--- config.mk ---
export PLATFORM = sky130hd
export DESIGN_NAME = der_validity_time_decoder
export DESIGN_NICKNAME = d
export VERILOG_FILES = /design/src/rtl/dvtd_pkg.sv /design/src/rtl/der_validity_time_decoder.sv /design/src/rtl/dvtd_datapath.sv /design/src/rtl/dvtd_ctrl.sv
export SDC_FILE = /design/constraint.sdc
export NUM_CORES = 1
export LEC_CHECK = 0
export ABC_AREA = 1
export ABC_CLOCK_PERIOD_IN_PS = 6930
export BUFFER_PORTS_ARGS = -buffer_cell sky130_fd_sc_hd__buf_2
export CELL_PAD_IN_SITES_DETAIL_PLACEMENT = 1
export CELL_PAD_IN_SITES_GLOBAL_PLACEMENT = 1
export CORE_UTILIZATION = 46
export CTS_BUF_LIST = sky130_fd_sc_hd__clkbuf_2
export DETAILED_ROUTE_END_ITERATION = 10
export GPL_TIMING_DRIVEN = 0
export PLACE_DENSITY = 0.89
export SYNTH_ARGS = -nofsm -noshare
export SYNTH_HDL_FRONTEND = slang
export SYNTH_SLANG_ARGS = --single-unit
--- constraint.sdc ---
create_clock -name clock -period 6.93 [get_ports clock]
set_clock_uncertainty 0.2 [all_clocks]
set_input_delay 0.3465 -clock clock [delete_from_list [all_inputs] [get_ports clock]]
set_output_delay 0.3465 -clock clock [all_outputs]
set_load 0.03 [all_outputs]
--- src/rtl/dvtd_pkg.sv ---
package dvtd_pkg;

   // Field widths of the two channels.
   localparam int DATA_W   = 8;
   localparam int PARENT_W = 16;
   localparam int STATUS_W = 3;
   localparam int SECS_W   = 38;

   // Internal widths of the calendar arithmetic.
   localparam int YEAR_W     = 14;
   localparam int FIELD_W    = 7;
   localparam int NUM_FIELDS = 5;
   localparam int FIELD_IDX_W = 3;
   localparam int DAYS_W     = 22;
   localparam int COUNT_W    = 4;

   // Result status codes.
   localparam logic [STATUS_W-1:0] STATUS_OK       = 3'd0;
   localparam logic [STATUS_W-1:0] STATUS_END      = 3'd1;
   localparam logic [STATUS_W-1:0] STATUS_BAD_TAG  = 3'd2;
   localparam logic [STATUS_W-1:0] STATUS_BAD_LEN  = 3'd3;
   localparam logic [STATUS_W-1:0] STATUS_BAD_TIME = 3'd4;

   // Identifier and length octets.
   localparam logic [DATA_W-1:0] TAG_UTC      = 8'h17;
   localparam logic [DATA_W-1:0] TAG_GEN      = 8'h18;
   localparam logic [DATA_W-1:0] LEN_INDEF    = 8'h80;
   localparam logic [DATA_W-1:0] LEN_RESERVED = 8'hFF;
   localparam logic [6:0]        UTC_LEN      = 7'd13;
   localparam logic [6:0]        GEN_LEN      = 7'd15;
   localparam logic [COUNT_W-1:0] MAX_LEN_OCTETS = 4'd8;

   // Characters of the time string.
   localparam logic [DATA_W-1:0] CHAR_0 = 8'h30;
   localparam logic [DATA_W-1:0] CHAR_9 = 8'h39;
   localparam logic [DATA_W-1:0] CHAR_Z = 8'h5A;

   // Digit counts of the two forms.
   localparam logic [COUNT_W-1:0] UTC_YEAR_DIGITS = 4'd2;
   localparam logic [COUNT_W-1:0] GEN_YEAR_DIGITS = 4'd4;
   localparam logic [COUNT_W-1:0] FIELD_DIGITS    = 4'd10;

   // Control from the sequencer to the datapath.
   typedef struct packed {
      logic                      start;
      logic                      dec_rem;
      logic                      clear_len;
      logic                      shift_len;
      logic                      clear_time;
      logic                      digit_year;
      logic                      digit_field;
      logic [FIELD_IDX_W-1:0]    field_idx;
      logic                      field_tens;
      logic                      fin_year;
      logic                      fin_div;
      logic                      fin_days;
      logic                      load_out;
      logic [STATUS_W-1:0]       out_code;
   } dp_cmd_type;

   // Decisions from the datapath to the sequencer.
   typedef struct packed {
      logic                parent_short;
      logic                len_reserved;
      logic                len_long;
      logic                len_over_parent;
      logic [COUNT_W-1:0]  len_octets;
      logic                short_size_bad;
      logic                tag_ok;
      logic                form_gen;
      logic                byte_zero;
      logic                long_small;
      logic                long_over;
      logic                is_digit;
      logic                is_z;
      logic                cal_bad;
   } dp_status_type;

   // Days in each month of a common year, January at index zero.
   function automatic logic [4:0] month_days(input logic [3:0] idx);
      logic [4:0] days;
      unique case (idx)
         4'd0, 4'd2, 4'd4, 4'd6, 4'd7, 4'd9, 4'd11: days = 5'd31;
         4'd1:                                      days = 5'd28;
         4'd3, 4'd5, 4'd8, 4'd10:                   days = 5'd30;
         default:                                   days = 5'd0;
      endcase
      return days;
   endfunction

   // Days of a common year before the first of each month.
   function automatic logic [8:0] days_before_month(input logic [3:0] idx);
      logic [8:0] days;
      unique case (idx)
         4'd0:    days = 9'd0;
         4'd1:    days = 9'd31;
         4'd2:    days = 9'd59;
         4'd3:    days = 9'd90;
         4'd4:    days = 9'd120;
         4'd5:    days = 9'd151;
         4'd6:    days = 9'd181;
         4'd7:    days = 9'd212;
         4'd8:    days = 9'd243;
         4'd9:    days = 9'd273;
         4'd10:   days = 9'd304;
         4'd11:   days = 9'd334;
         default: days = 9'd0;
      endcase
      return days;
   endfunction

endpackage

--- src/rtl/der_validity_time_decoder.sv ---
// Channel   Handshake              Contents
// req       req_valid/req_ready    one byte of the element, start mark, parent bytes left
// rsp       rsp_valid/rsp_ready    status, Unix seconds, GeneralizedTime flag
//
// Header and digit bytes are taken at one word per cycle while no result word waits on rsp_ready.
// After the final 'Z' four calendar steps follow in order (full year, divide by
// one hundred, day count, seconds multiply); the last loads the result word.
// A result word waiting on rsp_ready holds off further input words.
// Reset is synchronous and active high; the block is ready in the cycle after it.
module der_validity_time_decoder #(
   parameter int PARENT_LEN_BITS = 16
) (
   input  logic                                clock,
   input  logic                                reset,
   input  logic                                req_valid,
   output logic                                req_ready,
   input  logic [dvtd_pkg::DATA_W-1:0]         req_data_byte,
   input  logic                                req_start_req,
   input  logic [dvtd_pkg::PARENT_W-1:0]       req_parent_left,
   output logic                                rsp_valid,
   input  logic                                rsp_ready,
   output logic [dvtd_pkg::STATUS_W-1:0]       rsp_status,
   output logic [dvtd_pkg::SECS_W-1:0]         rsp_unix_seconds,
   output logic                                rsp_was_generalized
);

   dvtd_pkg::dp_cmd_type    dp_cmd;
   dvtd_pkg::dp_status_type dp_status;

   // Sequencer for the header, digits and calendar steps.
   dvtd_ctrl u_ctrl (
      .clock         (clock),
      .reset         (reset),
      .req_valid     (req_valid),
      .req_start_req (req_start_req),
      .rsp_ready     (rsp_ready),
      .dp_status     (dp_status),
      .req_ready     (req_ready),
      .rsp_valid     (rsp_valid),
      .dp_cmd        (dp_cmd)
   );

   // Length checks, digit collection and epoch arithmetic.
   dvtd_datapath #(
      .PARENT_LEN_BITS (PARENT_LEN_BITS)
   ) u_datapath (
      .clock               (clock),
      .req_data_byte       (req_data_byte),
      .req_parent_left     (req_parent_left),
      .dp_cmd              (dp_cmd),
      .dp_status           (dp_status),
      .rsp_status          (rsp_status),
      .rsp_unix_seconds    (rsp_unix_seconds),
      .rsp_was_generalized (rsp_was_generalized)
   );

endmodule

--- src/rtl/dvtd_datapath.sv ---
module dvtd_datapath #(
   parameter int PARENT_LEN_BITS = 16
) (
   input  logic                                clock,
   input  logic [dvtd_pkg::DATA_W-1:0]         req_data_byte,
   input  logic [dvtd_pkg::PARENT_W-1:0]       req_parent_left,
   input  dvtd_pkg::dp_cmd_type                dp_cmd,
   output dvtd_pkg::dp_status_type             dp_status,
   output logic [dvtd_pkg::STATUS_W-1:0]       rsp_status,
   output logic [dvtd_pkg::SECS_W-1:0]         rsp_unix_seconds,
   output logic                                rsp_was_generalized
);

   localparam int RemBits = (PARENT_LEN_BITS < dvtd_pkg::PARENT_W) ?
                            PARENT_LEN_BITS : dvtd_pkg::PARENT_W;
   localparam int LenW      = 16;
   localparam int DivProdW  = 27;
   localparam int DivShift  = 19;
   localparam int QuotW     = DivProdW - DivShift;
   localparam int DaySecsW  = dvtd_pkg::DAYS_W + 17;
   localparam logic [12:0] Recip100 = 13'd5243;
   localparam logic [dvtd_pkg::YEAR_W-1:0] EpochYear = 14'd1970;
   localparam logic [dvtd_pkg::YEAR_W-1:0] UtcPivot  = 14'd50;
   localparam logic [dvtd_pkg::YEAR_W-1:0] Century20 = 14'd2000;
   localparam logic [dvtd_pkg::YEAR_W-1:0] Century19 = 14'd1900;
   localparam logic [dvtd_pkg::DAYS_W-1:0] LeapsBeforeEpoch = 22'd477;
   localparam int FieldMon = 0;
   localparam int FieldDay = 1;
   localparam int FieldHr  = 2;
   localparam int FieldMin = 3;
   localparam int FieldSec = 4;

   // Element header state.
   logic                       form_ff, form_in;
   logic                       tag_ff, tag_in;
   logic [RemBits-1:0]         rem_ff, rem_in;
   logic [LenW-1:0]            len_low_ff, len_low_in;
   logic                       len_big_ff, len_big_in;

   // Collected digits.
   logic [dvtd_pkg::YEAR_W-1:0]  year_ff, year_in;
   logic [dvtd_pkg::FIELD_W-1:0] field_ff [dvtd_pkg::NUM_FIELDS];

   // Calendar pipeline registers.
   logic [dvtd_pkg::YEAR_W-1:0]  year_full_ff, year_full_in;
   logic [DivProdW-1:0]          div_prod_ff, div_prod_in;
   logic [dvtd_pkg::DAYS_W-1:0]  yoff365_ff, yoff365_in;
   logic                         early_bad_ff, early_bad_in;
   logic [dvtd_pkg::DAYS_W-1:0]  days_ff, days_in;
   logic                         cal_bad_ff, cal_bad_in;

   // Result word.
   logic [dvtd_pkg::STATUS_W-1:0] status_ff, status_in;
   logic [dvtd_pkg::SECS_W-1:0]   secs_ff, secs_in;
   logic                          gen_ff, gen_in;

   logic [RemBits-1:0]           rem_dec;
   logic [LenW-1:0]              rem_dec16;
   logic [LenW-1:0]              len_low_next;
   logic                         len_big_next;
   logic [3:0]                   digit;
   logic [dvtd_pkg::FIELD_W-1:0] mon, day, hr, mn, sc;
   logic [dvtd_pkg::YEAR_W-1:0]  ym1;
   logic [QuotW-1:0]             q100, q100p1;
   logic [dvtd_pkg::YEAR_W-1:0]  r100;
   logic                         leap;
   logic [dvtd_pkg::DAYS_W-1:0]  leaps;
   logic [3:0]                   mon_idx;
   logic [4:0]                   dim;
   logic [DaySecsW-1:0]          day_secs;
   logic [dvtd_pkg::SECS_W-1:0]  secs_total;

   // Byte decode and header compares.
   always_comb begin
      rem_dec      = rem_ff - RemBits'(rem_ff != '0);
      rem_dec16    = LenW'(rem_dec);
      len_low_next = {len_low_ff[7:0], req_data_byte};
      len_big_next = len_big_ff | (len_low_ff[LenW-1:8] != '0);
      digit        = 4'(req_data_byte - dvtd_pkg::CHAR_0);

      dp_status.parent_short    = req_parent_left[RemBits-1:0] < RemBits'(2);
      dp_status.len_reserved    = (req_data_byte == dvtd_pkg::LEN_INDEF) ||
                                  (req_data_byte == dvtd_pkg::LEN_RESERVED);
      dp_status.len_long        = req_data_byte[7];
      dp_status.len_over_parent = LenW'(req_data_byte[6:0]) > rem_dec16;
      dp_status.len_octets      = (req_data_byte[6:0] > 7'(dvtd_pkg::MAX_LEN_OCTETS)) ?
                                  dvtd_pkg::MAX_LEN_OCTETS + 4'd1 : req_data_byte[3:0];
      dp_status.short_size_bad  = req_data_byte[6:0] !=
                                  (form_ff ? dvtd_pkg::GEN_LEN : dvtd_pkg::UTC_LEN);
      dp_status.tag_ok          = tag_ff;
      dp_status.form_gen        = form_ff;
      dp_status.byte_zero       = req_data_byte == '0;
      dp_status.long_small      = !len_big_next && (len_low_next <= LenW'(127));
      dp_status.long_over       = len_big_next || (len_low_next > rem_dec16);
      dp_status.is_digit        = (req_data_byte >= dvtd_pkg::CHAR_0) &&
                                  (req_data_byte <= dvtd_pkg::CHAR_9);
      dp_status.is_z            = req_data_byte == dvtd_pkg::CHAR_Z;
      dp_status.cal_bad         = cal_bad_ff;
   end

   // Header registers: tag, parent budget and the long-form length.
   // The identifier byte itself is taken off the parent budget on start.
   always_comb begin
      form_in    = form_ff;
      tag_in     = tag_ff;
      rem_in     = rem_ff;
      len_low_in = len_low_ff;
      len_big_in = len_big_ff;
      if (dp_cmd.start) begin
         form_in = req_data_byte == dvtd_pkg::TAG_GEN;
         tag_in  = (req_data_byte == dvtd_pkg::TAG_UTC) ||
                   (req_data_byte == dvtd_pkg::TAG_GEN);
         rem_in  = req_parent_left[RemBits-1:0] - RemBits'(1);
      end else if (dp_cmd.dec_rem) begin
         rem_in = rem_dec;
      end
      if (dp_cmd.clear_len) begin
         len_low_in = '0;
         len_big_in = 1'b0;
      end else if (dp_cmd.shift_len) begin
         len_low_in = len_low_next;
         len_big_in = len_big_next;
      end
   end

   // The year is built most significant digit first.
   always_comb begin
      year_in = year_ff;
      if (dp_cmd.clear_time) begin
         year_in = '0;
      end else if (dp_cmd.digit_year) begin
         year_in = dvtd_pkg::YEAR_W'(year_ff * 14'd10) + dvtd_pkg::YEAR_W'(digit);
      end
   end

   assign mon = field_ff[FieldMon];
   assign day = field_ff[FieldDay];
   assign hr  = field_ff[FieldHr];
   assign mn  = field_ff[FieldMin];
   assign sc  = field_ff[FieldSec];

   // Calendar, first and second steps: full year, then divide-by-100 product, day offset and range checks.
   always_comb begin
      year_full_in = year_full_ff;
      div_prod_in  = div_prod_ff;
      yoff365_in   = yoff365_ff;
      early_bad_in = early_bad_ff;
      if (dp_cmd.fin_year) begin
         if (form_ff) begin
            year_full_in = year_ff;
         end else begin
            year_full_in = year_ff + ((year_ff < UtcPivot) ? Century20 : Century19);
         end
      end
      if (dp_cmd.fin_div) begin
         div_prod_in  = DivProdW'(ym1) * DivProdW'(Recip100);
         yoff365_in   = dvtd_pkg::DAYS_W'(year_full_ff - EpochYear) *
                        dvtd_pkg::DAYS_W'(365);
         early_bad_in = (year_full_ff < EpochYear) || (mon == '0) ||
                        (mon > 7'd12) || (hr > 7'd23) || (mn > 7'd59) || (sc > 7'd59);
      end
   end

   // Calendar, third step: leap rules and day count since the epoch.
   always_comb begin
      ym1     = year_full_ff - 14'd1;
      q100    = div_prod_ff[DivProdW-1:DivShift];
      q100p1  = q100 + QuotW'(1);
      r100    = ym1 - dvtd_pkg::YEAR_W'(dvtd_pkg::YEAR_W'(q100) * 14'd100);
      leap    = (ym1[1:0] == 2'b11) && ((r100 != 14'd99) || (q100p1[1:0] == 2'b00));
      leaps   = dvtd_pkg::DAYS_W'(ym1 >> 2) - dvtd_pkg::DAYS_W'(q100) +
                dvtd_pkg::DAYS_W'(q100 >> 2) - LeapsBeforeEpoch;
      mon_idx = mon[3:0] - 4'd1;
      dim     = dvtd_pkg::month_days(mon_idx) + 5'((mon == 7'd2) && leap);
      days_in    = days_ff;
      cal_bad_in = cal_bad_ff;
      if (dp_cmd.fin_days) begin
         days_in = yoff365_ff + leaps +
                   dvtd_pkg::DAYS_W'(dvtd_pkg::days_before_month(mon_idx)) +
                   dvtd_pkg::DAYS_W'(leap && (mon > 7'd2)) +
                   dvtd_pkg::DAYS_W'(day) - dvtd_pkg::DAYS_W'(1);
         cal_bad_in = early_bad_ff || (day == '0) || (day > 7'(dim));
      end
   end

   // Calendar, last step: seconds, loaded straight into the result word.
   always_comb begin
      day_secs   = DaySecsW'(days_ff) * DaySecsW'(86400);
      secs_total = dvtd_pkg::SECS_W'(day_secs) +
                   dvtd_pkg::SECS_W'(hr) * dvtd_pkg::SECS_W'(3600) +
                   dvtd_pkg::SECS_W'(mn) * dvtd_pkg::SECS_W'(60) +
                   dvtd_pkg::SECS_W'(sc);
      status_in = status_ff;
      secs_in   = secs_ff;
      gen_in    = gen_ff;
      if (dp_cmd.load_out) begin
         status_in = dp_cmd.out_code;
         if (dp_cmd.out_code == dvtd_pkg::STATUS_OK) begin
            secs_in = secs_total;
            gen_in  = form_ff;
         end else begin
            secs_in = '0;
            gen_in  = 1'b0;
         end
      end
   end

   // Payload registers need no reset.
   always_ff @(posedge clock) begin
      form_ff      <= form_in;
      tag_ff       <= tag_in;
      rem_ff       <= rem_in;
      len_low_ff   <= len_low_in;
      len_big_ff   <= len_big_in;
      year_ff      <= year_in;
      year_full_ff <= year_full_in;
      div_prod_ff  <= div_prod_in;
      yoff365_ff   <= yoff365_in;
      early_bad_ff <= early_bad_in;
      days_ff      <= days_in;
      cal_bad_ff   <= cal_bad_in;
      status_ff    <= status_in;
      secs_ff      <= secs_in;
      gen_ff       <= gen_in;
   end

   // A tens digit overwrites its field, the units digit adds to it.
   always_ff @(posedge clock) begin
      if (dp_cmd.digit_field) begin
         if (dp_cmd.field_tens) begin
            field_ff[dp_cmd.field_idx] <= dvtd_pkg::FIELD_W'(digit) *
                                          dvtd_pkg::FIELD_W'(10);
         end else begin
            field_ff[dp_cmd.field_idx] <= field_ff[dp_cmd.field_idx] +
                                          dvtd_pkg::FIELD_W'(digit);
         end
      end
   end

   assign rsp_status          = status_ff;
   assign rsp_unix_seconds    = secs_ff;
   assign rsp_was_generalized = gen_ff;

endmodule

--- src/rtl/dvtd_ctrl.sv ---
module dvtd_ctrl (
   input  logic                    clock,
   input  logic                    reset,
   input  logic                    req_valid,
   input  logic                    req_start_req,
   input  logic                    rsp_ready,
   input  dvtd_pkg::dp_status_type dp_status,
   output logic                    req_ready,
   output logic                    rsp_valid,
   output dvtd_pkg::dp_cmd_type    dp_cmd
);

   typedef enum logic [7:0] {
      ST_IDLE     = 8'b0000_0001,
      ST_LEN      = 8'b0000_0010,
      ST_LONG     = 8'b0000_0100,
      ST_BODY     = 8'b0000_1000,
      ST_FIN_YEAR = 8'b0001_0000,
      ST_FIN_DIV  = 8'b0010_0000,
      ST_FIN_DAYS = 8'b0100_0000,
      ST_FIN_SECS = 8'b1000_0000
   } state_type;

   state_type                       state_ff, state_in;
   logic                            rsp_valid_ff, rsp_valid_in;
   logic [dvtd_pkg::COUNT_W-1:0]    octets_ff, octets_in;
   logic                            first_ff, first_in;
   logic [dvtd_pkg::COUNT_W-1:0]    digit_ff, digit_in;

   logic                            byte_state;
   logic                            out_free;
   logic                            accept;
   logic [dvtd_pkg::COUNT_W-1:0]    year_digits;
   logic [dvtd_pkg::COUNT_W-1:0]    digit_limit;
   logic [dvtd_pkg::COUNT_W-1:0]    field_pos;

   // Words are taken only in the byte states and while the result slot can be refilled.
   always_comb begin
      byte_state = (state_ff == ST_IDLE) || (state_ff == ST_LEN) ||
                   (state_ff == ST_LONG) || (state_ff == ST_BODY);
      out_free   = !rsp_valid_ff || rsp_ready;
      req_ready  = byte_state && out_free;
      accept     = req_valid && req_ready;
   end

   // Digit position within the time string.
   always_comb begin
      year_digits = dp_status.form_gen ? dvtd_pkg::GEN_YEAR_DIGITS :
                                         dvtd_pkg::UTC_YEAR_DIGITS;
      digit_limit = year_digits + dvtd_pkg::FIELD_DIGITS;
      field_pos   = digit_ff - year_digits;
   end

   // Sequencer.
   always_comb begin
      state_in  = state_ff;
      octets_in = octets_ff;
      first_in  = first_ff;
      digit_in  = digit_ff;
      dp_cmd    = '0;
      dp_cmd.field_idx  = field_pos[dvtd_pkg::FIELD_IDX_W:1];
      dp_cmd.field_tens = !field_pos[0];
      dp_cmd.out_code   = dvtd_pkg::STATUS_OK;

      if (accept && req_start_req) begin
         dp_cmd.start = 1'b1;
         if (dp_status.parent_short) begin
            dp_cmd.load_out = 1'b1;
            dp_cmd.out_code = dvtd_pkg::STATUS_END;
            state_in        = ST_IDLE;
         end else begin
            state_in = ST_LEN;
         end
      end else begin
         unique case (state_ff)
            ST_IDLE: begin
               state_in = ST_IDLE;
            end
            ST_LEN: begin
               if (accept) begin
                  dp_cmd.dec_rem = 1'b1;
                  priority if (dp_status.len_reserved) begin
                     dp_cmd.load_out = 1'b1;
                     dp_cmd.out_code = dvtd_pkg::STATUS_BAD_LEN;
                     state_in        = ST_IDLE;
                  end else if (dp_status.len_over_parent) begin
                     dp_cmd.load_out = 1'b1;
                     dp_cmd.out_code = dvtd_pkg::STATUS_END;
                     state_in        = ST_IDLE;
                  end else if (dp_status.len_long) begin
                     dp_cmd.clear_len = 1'b1;
                     octets_in        = dp_status.len_octets;
                     first_in         = 1'b1;
                     state_in         = ST_LONG;
                  end else if (!dp_status.tag_ok) begin
                     dp_cmd.load_out = 1'b1;
                     dp_cmd.out_code = dvtd_pkg::STATUS_BAD_TAG;
                     state_in        = ST_IDLE;
                  end else if (dp_status.short_size_bad) begin
                     dp_cmd.load_out = 1'b1;
                     dp_cmd.out_code = dvtd_pkg::STATUS_BAD_TIME;
                     state_in        = ST_IDLE;
                  end else begin
                     dp_cmd.clear_time = 1'b1;
                     digit_in          = '0;
                     state_in          = ST_BODY;
                  end
               end
            end
            ST_LONG: begin
               if (accept) begin
                  dp_cmd.dec_rem = 1'b1;
                  priority if (first_ff && dp_status.byte_zero) begin
                     dp_cmd.load_out = 1'b1;
                     dp_cmd.out_code = dvtd_pkg::STATUS_BAD_LEN;
                     state_in        = ST_IDLE;
                  end else if (first_ff && (octets_ff > dvtd_pkg::MAX_LEN_OCTETS)) begin
                     dp_cmd.load_out = 1'b1;
                     dp_cmd.out_code = dvtd_pkg::STATUS_END;
                     state_in        = ST_IDLE;
                  end else begin
                     dp_cmd.shift_len = 1'b1;
                     first_in         = 1'b0;
                     octets_in        = octets_ff - 4'd1;
                     // On the last length octet, a long form can never give a valid size.
                     if (octets_ff == 4'd1) begin
                        dp_cmd.load_out = 1'b1;
                        state_in        = ST_IDLE;
                        priority if (dp_status.long_small) begin
                           dp_cmd.out_code = dvtd_pkg::STATUS_BAD_LEN;
                        end else if (dp_status.long_over) begin
                           dp_cmd.out_code = dvtd_pkg::STATUS_END;
                        end else if (!dp_status.tag_ok) begin
                           dp_cmd.out_code = dvtd_pkg::STATUS_BAD_TAG;
                        end else begin
                           dp_cmd.out_code = dvtd_pkg::STATUS_BAD_TIME;
                        end
                     end
                  end
               end
            end
            ST_BODY: begin
               if (accept) begin
                  if (digit_ff < digit_limit) begin
                     if (!dp_status.is_digit) begin
                        dp_cmd.load_out = 1'b1;
                        dp_cmd.out_code = dvtd_pkg::STATUS_BAD_TIME;
                        state_in        = ST_IDLE;
                     end else begin
                        dp_cmd.digit_year  = digit_ff < year_digits;
                        dp_cmd.digit_field = digit_ff >= year_digits;
                        digit_in           = digit_ff + 4'd1;
                     end
                  end else if (!dp_status.is_z) begin
                     dp_cmd.load_out = 1'b1;
                     dp_cmd.out_code = dvtd_pkg::STATUS_BAD_TIME;
                     state_in        = ST_IDLE;
                  end else begin
                     state_in = ST_FIN_YEAR;
                  end
               end
            end
            ST_FIN_YEAR: begin
               dp_cmd.fin_year = 1'b1;
               state_in        = ST_FIN_DIV;
            end
            ST_FIN_DIV: begin
               dp_cmd.fin_div = 1'b1;
               state_in       = ST_FIN_DAYS;
            end
            ST_FIN_DAYS: begin
               dp_cmd.fin_days = 1'b1;
               state_in        = ST_FIN_SECS;
            end
            ST_FIN_SECS: begin
               if (out_free) begin
                  dp_cmd.load_out = 1'b1;
                  dp_cmd.out_code = dp_status.cal_bad ? dvtd_pkg::STATUS_BAD_TIME :
                                                        dvtd_pkg::STATUS_OK;
                  state_in        = ST_IDLE;
               end
            end
            default: begin
               state_in = ST_IDLE;
            end
         endcase
      end
   end

   // The result slot fills on a load and empties when the word is taken.
   always_comb begin
      rsp_valid_in = dp_cmd.load_out || (rsp_valid_ff && !rsp_ready);
   end

   always_ff @(posedge clock) begin
      if (reset) begin
         state_ff     <= ST_IDLE;
         rsp_valid_ff <= 1'b0;
         octets_ff    <= '0;
         first_ff     <= 1'b0;
         digit_ff     <= '0;
      end else begin
         state_ff     <= state_in;
         rsp_valid_ff <= rsp_valid_in;
         octets_ff    <= octets_in;
         first_ff     <= first_in;
         digit_ff     <= digit_in;
      end
   end

   assign rsp_valid = rsp_valid_ff;

`ifndef SYNTH
   // A new result never overwrites one that has not been taken.
   a_no_overwrite: assert property (@(posedge clock) disable iff (reset)
      dp_cmd.load_out |-> (!rsp_valid_ff || rsp_ready))
      else $error("result slot overwritten");

   // The long-form octet count stays within one to nine.
   a_octets_range: assert property (@(posedge clock) disable iff (reset)
      (state_ff == ST_LONG) |-> ((octets_ff != 4'd0) && (octets_ff <= 4'd9)))
      else $error("long-form octet count out of range");

   // The digit index never runs past the final character.
   a_digit_range: assert property (@(posedge clock) disable iff (reset)
      (state_ff == ST_BODY) |-> (digit_ff <= 4'd14))
      else $error("digit index out of range");

   // A start word with enough parent bytes always moves on to the length octet.
   a_start_to_len: assert property (@(posedge clock) disable iff (reset)
      (accept && req_start_req && !dp_status.parent_short) |=> (state_ff == ST_LEN))
      else $error("start word did not enter length decode");
`endif

endmodule
==> metrics.txt <==
sequential fraction of design power 49.1%; CTS H-Tree Depth 3; RSZ-0062 raised after global routing true; arrival time worst endpoint 8.99 ns; TritonRoute pass-1 iters 11; synthesized netlist cell count 3617; fin. max-slew vios 0; Seq cells post-synth 233; layout cells sized above 1 10.85%; status complete, but fails checks; hold path startpoint req_parent_left[1]; clock power share 42.3%; Mean Syn Cell Area 8.270 um^2; Slowest cell on crit path xor2_1; register area share after synthesis 21.75%; Area Growth Syn to Fin 13.76%; EDFF count, synth 184; CP startpoint kind flip-flop; initial antenna violation count 12; global routing's busiest layer met2; Sw Share 33.79%; largest net degree at the start of global routing 42; Final Hold Violating Endpoints 0; core area 64350 um^2; power share of the combinational group 8.6%; TritonCTS clock tree built; row count 93; Int Pwr 2.043 mW; gr ovfl total 0; number of global-route vias before repair 32080; initial core utilization 46.49%; Total Power 3.086 mW; biggest cell delay along the critical path 0.69 ns; reg2reg start u_datapath.year_full_ff[0]; Power Density 90.69 nW/um^2; Clock Path Buffers 3; post-route ant nets 0; CP most frequent cell a21oi_1; # clock sinks 233; final setup violation count 29; Psw 1.043 mW; Chip Width 257.0 um; Most used DFF post-synth edfxtp_1; asr flop ratio synth 0%; Post-DP HPWL 75100 um; number of port buffers 72; Max Fclk 120.0 MHz; hold_ws 0.08285 ns; Cells after DPL 4552; Via density 6.119; clk slew on worst S/H paths 0.10 ns; CP required 7.59 ns; Root Buffer clkbuf_2; count of cell types in the netlist 61; Final Non-Filler Cells 4829; worst-skew pair later-pin latency 1.22 ns; Die Y 257.0 um; DRC viols 4; met1 Resource Use GR 33.45%; Max transition margin 4.752%; Top Ports 73; hold crit path type in2reg; Tcrit/Tclk final 120.2%; Worst VDD drop 0.08964 mV; total clock buffers created by CTS 68; maximum fanout along the worst path 5; Setup WS post-layout -1.400 ns; crit path from u_datapath.year_full_ff[0]; Die Area 66050 um^2; max_cap viols 0; Syn. warnings 0; final WL 129600 um; wire per inst 26.83 um; Total GRT Usage 34.68%; utilization after layout 52.88%; critical path endpoint category flip-flop; met3 Use GR 8.875%; worst slew pin tran 1.414 ns; failing checks DRC, setup timing; Tmin final 8.330 ns; setup tns final -20.20 ns; Nets 4671; Net Count, Synth 4377; DR vias 29550; GP Congestion 0.8793; drt first-iter violations 2575; Mapped Area 29910 um^2; Lkg Pwr 17.50 nW; met2 Use GR 60.89%; first-pass GRT wire length 178000 um; Setup CP Type reg2reg
[cell usage in the layout (no fill, tap or decap), types with 8 or more instances in the layout]
cell type / count
clkbuf_2: 100
buf_2: 77
o21bai_1: 12
inv_2: 19
xnor2_1: 64
xor2_1: 136
nor2_2: 13
ha_1: 499
nor2_4: 19
nand4_1: 50
o21ai_1: 11
buf_4: 64
fa_1: 214
nor2_1: 237
edfxtp_1: 184
ha_4: 9
o211ai_1: 8
inv_1: 827
dlygate4sd3_1: 84
a21o_1: 16
nand2_1: 588
nor3_1: 33
a21oi_1: 151
nand3b_1: 9
clkinv_1: 13
dfxtp_1: 49
o22ai_1: 28
nand3_2: 11
nand2_2: 27
a211oi_1: 8
nor4_1: 14
clkbuf_1: 11
nand3_1: 122
a31oi_1: 16
o21ai_0: 117
diode_2: 11
[routing by layer]
layer	up-vias	part of all wire, %	wire (um)
li1	12220	-	-
met1	14170	32	41740
met2	2107	47	60800
met3	1053	9.7	12630
met4	6	11	14330
met5	-	0.066	85
[sequential cells by signal, summed over array words and instances, names as in the netlist, 3 cells and up]
register / count
u_ctrl.digit_ff: 4
u_ctrl.octets_ff: 4
u_ctrl.state_ff: 8
u_datapath.days_ff: 22
u_datapath.div_prod_ff: 8
u_datapath.field_ff: 56
u_datapath.len_low_ff: 16
u_datapath.rem_ff: 16
u_datapath.rsp_status: 3
u_datapath.rsp_unix_seconds: 38
u_datapath.year_ff: 14
u_datapath.year_full_ff: 14
u_datapath.yoff365_ff: 22
[critical path, delay by kind of cell (launching register included)]
kind                     cells  cell delay, ns
XOR/XNOR                     3            1.10
buffers and inverters        6            0.92
flip-flops                   1            0.40
AND/OR/NAND/NOR              5            0.77
adder cells (fa/ha/maj)      6            2.81
AO/OA/AOI/OAI                8            1.82
[path summary, 6_finish.rpt]
check                                         endpoint  slack [ns]  cells past startpoint
worst min register to register      u_ctrl.state_ff[3]        0.32                      2
worst min-delay path              u_datapath.rem_ff[1]        0.08                      5
worst max register to register  u_datapath.days_ff[21]       -1.40                     28
worst max-delay path            u_datapath.days_ff[21]       -1.40                     28
[cell usage after synthesis (36+ instances only)]
library cell	count	share of area [%]
nor2_1	244	3.1
xor2_1	148	4.3
a21oi_1	159	2.7
nor3_1	36	0.60
ha_1	511	21
fa_1	220	15
nand3_1	130	2.2
o21ai_0	125	2.1
nand2_1	605	7.6
nand4_1	50	1.0
inv_1	840	11
edfxtp_1	184	18
dfxtp_1	49	3.3
xnor2_1	64	1.9
[kinds of logic after synthesis]
group                    synth area share, %
adder cells (fa/ha/maj)                36.10
buffers and inverters                  11.08
flip-flops                             21.75
AO/OA/AOI/OAI                          7.767
AND/OR/NAND/NOR                        16.94
XOR/XNOR                               6.262
multiplexers                          0.1046
[cell type report]
| cell class | instances | area (um^2) |
|---|---|---|
| clock inverter | 22 | 155.1 |
| multi-input combinational | 2512 | 20690 |
| sequential | 233 | 6506 |
| antenna | 11 | 27.53 |
| clock buffer | 100 | 500.5 |
| buffer | 20 | 116.4 |
| inverter | 851 | 3208 |
| timing repair buffer | 225 | 1750 |
| fill | 7724 | 30320 |
| tap | 855 | 1070 |
[timing repair]
item	in CTS	in global routing
hold endpoints to repair	131	0
hold buffers	84	0
setup endpoints to repair	30	62
buffers inserted	32	32
resized for setup	78	46
pin swaps	34	39
[power by group through the flow]
stage / registers (mW) / logic (mW) / clock network [mW]
CTS: 1.51 / 0.231 / 1.20
global placement: 1.55 / 0.179 / 0
global route: 1.52 / 0.278 / 1.33
detailed placement: 1.55 / 0.191 / 0
finish: 1.52 / 0.265 / 1.31
floorplan: 1.54 / 0.123 / 0
[stage by stage]
stage	setup slack, ns	cell area, um^2
after global routing	-1.348	34010
after CTS	-0.4682	33530
after floorplan	0.01090	29940
final	-1.400	34030
after global placement	-1.535	31370
after detailed placement	-1.859	31460
Power figures use the tool's default switching activity.
